<file path="src/rtl/mssle_pkg.sv">
// package: shared constants, status codes and saturation helper for the slope estimator
`default_nettype none

package mssle_pkg;

  // default width of the point counter
  localparam int unsigned INDEX_BITS = 16;

  // shared divider geometry
  localparam int unsigned DVD_W = 64;
  localparam int unsigned DVS_W = 33;

  // result status codes
  localparam logic [1:0] ST_OK     = 2'd0;
  localparam logic [1:0] ST_XORDER = 2'd1;
  localparam logic [1:0] ST_SHORT  = 2'd2;

  // saturate a wide signed value to the signed 32-bit range
  function automatic logic signed [31:0] sat32(input logic signed [64:0] v);
    logic signed [64:0] hi;
    logic signed [64:0] lo;
    hi = 65'sh0_7FFF_FFFF;
    lo = -65'sh0_8000_0000;
    if (v > hi) begin
      sat32 = 32'sh7FFF_FFFF;
    end else if (v < lo) begin
      sat32 = 32'sh8000_0000;
    end else begin
      sat32 = v[31:0];
    end
  endfunction

endpackage

`default_nettype wire

</file>
<file path="src/rtl/mssle_div.sv">
// shared radix-2 restoring divider, unsigned, one quotient bit per cycle
`default_nettype none

module mssle_div #(
  parameter int unsigned DvdW = mssle_pkg::DVD_W,
  parameter int unsigned DvsW = mssle_pkg::DVS_W
) (
  input  wire logic            clk_i,
  input  wire logic            rst_ni,
  input  wire logic            start_i,
  input  wire logic [DvdW-1:0] dvd_i,
  input  wire logic [DvsW-1:0] dvs_i,
  output logic                 done_o,
  output logic [DvdW-1:0]      quo_o
);

  localparam int unsigned CntW = $clog2(DvdW);

  logic            busy_q;
  logic            done_q;
  logic [CntW-1:0] cnt_q;
  logic [DvsW-1:0] rem_q;
  logic [DvsW-1:0] dvs_q;
  logic [DvdW-1:0] quo_q;
  logic [DvsW:0]   trial;
  logic [DvsW:0]   diff;
  logic            qbit;

  // trial subtract of the shifted remainder
  always_comb begin
    trial = {rem_q, quo_q[DvdW-1]};
    diff  = trial - {1'b0, dvs_q};
    qbit  = (trial >= {1'b0, dvs_q});
  end

  // iteration control
  always_ff @(posedge clk_i or negedge rst_ni) begin
    if (!rst_ni) begin
      busy_q <= 1'b0;
      done_q <= 1'b0;
      cnt_q  <= '0;
    end else begin
      done_q <= 1'b0;
      if (start_i) begin
        busy_q <= 1'b1;
        cnt_q  <= CntW'(DvdW - 1);
      end else if (busy_q) begin
        cnt_q <= cnt_q - 1'b1;
        if (cnt_q == '0) begin
          busy_q <= 1'b0;
          done_q <= 1'b1;
        end
      end
    end
  end

  // remainder and quotient shift register
  always_ff @(posedge clk_i) begin
    if (start_i) begin
      rem_q <= '0;
      dvs_q <= dvs_i;
      quo_q <= dvd_i;
    end else if (busy_q) begin
      rem_q <= qbit ? diff[DvsW-1:0] : trial[DvsW-1:0];
      quo_q <= {quo_q[DvdW-2:0], qbit};
    end
  end

  assign done_o = done_q;
  assign quo_o  = quo_q;

endmodule

`default_nettype wire

</file>
<file path="config.mk">
export PLATFORM = sky130hd
export DESIGN_NAME = mssle_div
export DESIGN_NICKNAME = d
export VERILOG_FILES = /design/src/rtl/mssle_pkg.sv /design/src/rtl/mssle_div.sv
export SDC_FILE = /design/constraint.sdc
export NUM_CORES = 1
export LEC_CHECK = 0
export BUFFER_PORTS_ARGS = -buffer_cell sky130_fd_sc_hd__buf_2
export CORE_ASPECT_RATIO = 0.6
export CORE_MARGIN = 3
export CORE_UTILIZATION = 45
export DETAILED_ROUTE_END_ITERATION = 10
export PLACE_DENSITY = 0.79
export SYNTH_ARGS = -nofsm -noshare
export SYNTH_HDL_FRONTEND = slang
export SYNTH_SLANG_ARGS = --single-unit
</file>
<file path="constraint.sdc">
create_clock -name clk_i -period 8.4 [get_ports clk_i]
set_clock_uncertainty 0.2 [all_clocks]
set_input_delay 0.42 -clock clk_i [delete_from_list [all_inputs] [get_ports clk_i]]
set_output_delay 0.42 -clock clk_i [all_outputs]
set_load 0.02 [all_outputs]
</file>
Word-level counts from Yosys, hierarchy flattened
Cells that the tools add are included.
- register bits after elaboration: 138
- input bits: 100
- output and inout bits: 65
- $add $sub $neg: 2
- order comparisons: 1
- muxes and demuxes: 11
- reductions and logical operators: 2
- operators with widths (cell ; number):
    64-bit 2-to-1 mux ; 2
    34-bit by 33-bit greater-or-equal comparator with 1-bit output ; 1
    33-bit 2-to-1 mux ; 1
    33-bit subtractor ; 1
    6-bit 2-to-1 mux ; 2
    6-bit logical NOT ; 1
    1-bit 2-to-1 mux ; 6
    6-bit by 1-bit subtractor with 6-bit output, second input constant ; 1
    2-bit nonzero test ; 1

Longest topological paths before layout
- word-level depth: 4
- gate-level depth with buffers: 14
- mapped depth without buffers: 12

Worst setup path before layout
OpenSTA, ideal clock, no wires.
- path type: reg2reg
- start: reg quo_q[63], in the netlist quo_o[63]
- end: reg quo_q[0], in the netlist quo_o[0], data pin
- library setup time: 0.260 ns
- arrival: 2.710 ns
- required time: 7.940 ns
- slack: 5.230 ns
- cell stages (with the launch flop): 13
- buffers on the path: 2
- path through: edfxtp_1 -> inv_1 -> ha_1 -> inv_1 -> fa_1 -> a21o_1 -> a221o_1 -> nand3_1 -> a21oi_2 -> or2_1 -> buf_2 -> buf_4 -> mux2_2
- word-level cells in the longest chain between the ends: 3
- ends and longest elaborated chain (what ; RTL line ; RTL):
    start: declaration ; mssle_div.sv:24 ; logic [DvdW-1:0] quo_q;
    start signal: assignment ; mssle_div.sv:62 ; quo_q <= dvd_i;
    start signal: assignment ; mssle_div.sv:65 ; quo_q <= {quo_q[DvdW-2:0], qbit};
    34-bit by 33-bit greater-or-equal comparator with 1-bit output ; mssle_div.sv:33 ; qbit = (trial >= {1'b0, dvs_q});
    64-bit 2-to-1 mux ; mssle_div.sv:63 ; end else if (busy_q) begin
    64-bit 2-to-1 mux ; mssle_div.sv:59 ; if (start_i) begin
No other way between the ends. The select of a mux whose other input is x is not followed.
A chain may end at the register's enable or synchronous reset.

Final worst setup path
- start: reg quo_q[63], in the netlist quo_o[63]
- end: reg rem_q[31]
- word-level cells in the longest chain between the ends: 2
- elaborated cells between the ends (all ways): 3
- those cells by class: add/sub: 1; order compare: 1; mux: 1
- ends and longest elaborated chain (what ; RTL line ; RTL):
    33-bit subtractor or 34-bit by 33-bit greater-or-equal comparator with 1-bit output (tied branches) ; mssle_div.sv:32, mssle_div.sv:33 ;
    33-bit 2-to-1 mux * ; mssle_div.sv:64 ; rem_q <= qbit ? diff[DvsW-1:0] : trial[DvsW-1:0];
    end signal: assignment ; mssle_div.sv:64 ;
    end: declaration ; mssle_div.sv:22 ; logic [DvsW-1:0] rem_q;
Mark *: on every way between the ends. The rest lies on a longest branch, timed or not.

==> impl_metrics.py <==
metrics = {
    "critical_path": {
        "crit_slowest_cell": "or2_1",
        "worstPathCellList": "inv_1, ha_1, inv_1, fa_1, a21o_1, a221o_1, nand3_1, a21oi_2, or2_1, a32o_1, a211o_1, nor3_2",
        "reg2regPathDepth": 12,
        "cp_data_required_time_ps": 8540,
        "arrival_ps": 3870,
        "crit_type": "flip-flop to flip-flop",
        "r2r_end": "rem_q[31]",
        "cp_common_cell": "inv_1",
        "worstPathMaxFanout": 23,
        "startpoint_type": "flip-flop",
        "critPathBufInv": 2,
        "cp-end-kind": "flip-flop",
        "r2r_slack_ps": 4670,
        "timing.critical_path.slowest_cell_delay_ps": 680,
        "cp_top_family": "compound AO/OA/AOI/OAI gates",
        "r2r_start": "quo_o[63]",
    },
    "sta": {
        "drv_slew": 0,
        "max-slew-margin-rel": 0.2343,
        "finalCriticalPeriod_ps": 3733,
        "fmax_mhz": 267.9,
        "fin_crit_sh": 0.4444,
        "final.setup.tns_ps": 0,
        "worst_pin_slew_ps": 1149,
        "finalHoldViolations": 0,
        "hold-worst-slack_ps": 101.2,
        "setup_viol": 0,
        "rsz0062_at_grt": "false",
    },
    "drt": {
        "drc": 0,
        "post_drt_via_cell_ratio": 5.444,
        "routed_wl_mm": 19.53,
        "drtAntennaViolNets": 0,
        "drt_iter0_markers": 578,
        "dr_total_vias": 6212,
        "wl_per_cell_um": 17.12,
        "firstDrtPassIters": 7,
    },
    "global_routing": {
        "met1_usage": 0.3192,
        "antenna_found_initial": 0,
        "grt_max_degree": 78,
        "busiest_layer": "met1",
        "grt_pass1_vias": 5813,
        "grt_use_met3": 0.05673,
        "grt-ovfl-total": 0,
        "grt_use_met2": 0.2764,
        "grt_usage": 0.2033,
        "grt_pass1_wl_mm": 30.52,
    },
    "final_layout": {
        "syn_to_final_growth_pct": 24.72,
        "multi_input_area_um2": 3623,
        "regArea_um2": 3775,
        "final_common_cell": "buf_2",
        "final_cell_mix": "buf_2, edfxtp_1, nor2_1",
        "layout-drive-gt1-share": 0.3081,
        "nets": 1035,
        "fillers": 1403,
    },
    "run_status": {
        "status": "finished clean",
    },
    "synth": {
        "synth_compound_gate_area_share": 0.1534,
        "muxShareOfSynthArea": 0.1086,
        "synth_fa_ha_area_frac": 0.05917,
        "yosys.cell_types.count": 75,
        "synth_area_um2": 7740,
        "synth_top_family_by_area": "compound AO/OA/AOI/OAI gates",
        "synth-async-reset-ratio": 0.05797,
        "synth_top_area_cell": "edfxtp_1",
        "synth_top_area_share": 0.3763,
        "synth_ff_type": "edfxtp_1",
        "syn_inst": 714,
        "synth_area_per_cell_um2": 10.84,
        "synth-xor-area-share": 0.02716,
        "yosysSeqAreaShare": 0.4876,
        "synth_edf_count": 97,
        "synth-simple-area-share": 0.1198,
        "synth_seq_cells": 138,
        "synth.top_cells.by_area": "edfxtp_1, mux2_2, dfxtp_1, ha_1, nor2_1",
        "syn_nets": 850,
        "yosysWarningCount": 0,
    },
    "die": {
        "die_h_um": 107.6,
        "rows": 36,
        "die-area_um2": 18860,
        "die_width_um": 175.3,
        "io_pins": 165,
        "placeableCoreArea_um2": 16530,
        "initial_utilization": 0.4682,
    },
    "clocking": {
        "cts_setup_buffers": 0,
        "htree_levels": 4,
        "clk_latency_ps": 420,
        "cts_resized": 0,
        "numCtsBuffers": 17,
        "tritoncts": "done",
        "root_buffer": "clkbuf_16",
        "clock-sinks": 138,
        "hold_buffers": 33,
        "clkSlewWorstSetupHoldPaths_ps": 70,
        "cts_buffer_depth": 2,
    },
    "power": {
        "ir_drop_v": 0.0001502,
        "cellLeakagePower_uw": 0.004136,
        "cellPowerDensity_nw_per_um2": 303.2,
    },
    "placed_design": {
        "gp_congestion": 0.9355,
        "dp_hpwl_mm": 13.66,
        "port_buffers": 164,
    },
    "run": {
        "max-cap-violations": 0,
    },
    "min_path": {
        "hp-class": "input pin to flip-flop",
        "min_from": "dvd_i[19]",
        "holdPathStages": 2,
        "holdPathEnd": "quo_o[19]",
    },
}
==> where the power goes <==
group          internal (uW)  switching, uW
clock                    402            347
sequential               858           84.2
combinational            501            734
total                   1760           1160
==> Yosys cell counts, types with 6 or more instances <==
cell	count
a21oi_1	49
nor2_1	67
nand2b_1	8
a211oi_1	23
and3_1	9
inv_1	44
mux2i_1	12
mux2_2	64
nor2b_1	7
dfxtp_1	33
buf_2	9
nand4_1	6
a21o_1	12
dfrtp_1	8
nor3_1	10
o21ai_0	20
nand3_1	9
xnor2_1	16
a311oi_1	8
nand2_1	43
o21a_1	8
clkbuf_1	22
xor2_1	8
edfxtp_1	97
ha_1	35
==> how the worst max path moves through the flow <==
stage	start	to	slack [ps]	cells past startpoint
after detailed placement	quo_o[63]	rem_q[31]	4730	12
after CTS	quo_o[63]	rem_q[31]	4700	12
after global placement	quo_o[63]	rem_q[31]	4860	12
final	quo_o[63]	rem_q[31]	4670	12
after global routing	quo_o[63]	rem_q[17]	4450	11
after floorplan	quo_o[63]	quo_o[0]	5230	12
==> layer usage <==
metal | routed length [um] | up-vias | part of all wire
li1 | - | 3015 | -
met1 | 9640 | 2933 | 0.49
met2 | 8169 | 244 | 0.42
met3 | 1529 | 20 | 0.078
met4 | 190 | 0 | 0.0097
met5 | 0 | - | 0
==> sequential cells by signal, indices dropped and copies added, names as in the netlist <==
register / cells
busy_q: 1
cnt_q: 6
done_o: 1
dvs_q: 33
quo_o: 64
rem_q: 33
==> final cells by class <==
cell class                 count  share of cell area
timing repair buffer         203              0.1244
clock buffer                  17             0.04407
tap                          228             0.02955
inverter                      44             0.01711
sequential                   138              0.3911
multi-input combinational    495              0.3754
clock inverter                15             0.01815
antenna                        1           0.0002592
==> logic make-up after synthesis <==
family | count (synthesis)
buf+inv | 81
compound gates | 170
xor+xnor | 24
flops | 138
simple gates | 189
mux | 76
fa+ha+maj | 36
==> worst reg2reg max path, delay by kind of cell, from the launching register on <==
| family | cells | cell delay [ps] |
|---|---|---|
| AND/OR/NAND/NOR | 3 | 920 |
| adder cells (fa/ha/maj) | 2 | 550 |
| flip-flops | 1 | 420 |
| AO/OA/AOI/OAI | 5 | 1430 |
| buffers and inverters | 2 | 130 |
==> metrics by stage <==
| step | total power [uW] | area [um^2] | util | instances | worst slack, ps |
|---|---|---|---|---|---|
| after floorplan | 1864 | 7740 | - | 714 | 5230 |
| after global placement | 2109 | 8710 | 0.5269 | 1074 | 4858 |
| after detailed placement | 2134 | 8710 | 0.5269 | 1074 | 4725 |
| after CTS | 2903 | 9641 | 0.5832 | 1139 | 4695 |
| after global routing | 3090 | 9651 | 0.5838 | 1140 | 4454 |
| final | 2927 | 9653 | 0.5839 | 1141 | 4667 |
No activity file was read; power rests on OpenSTA's default activity.
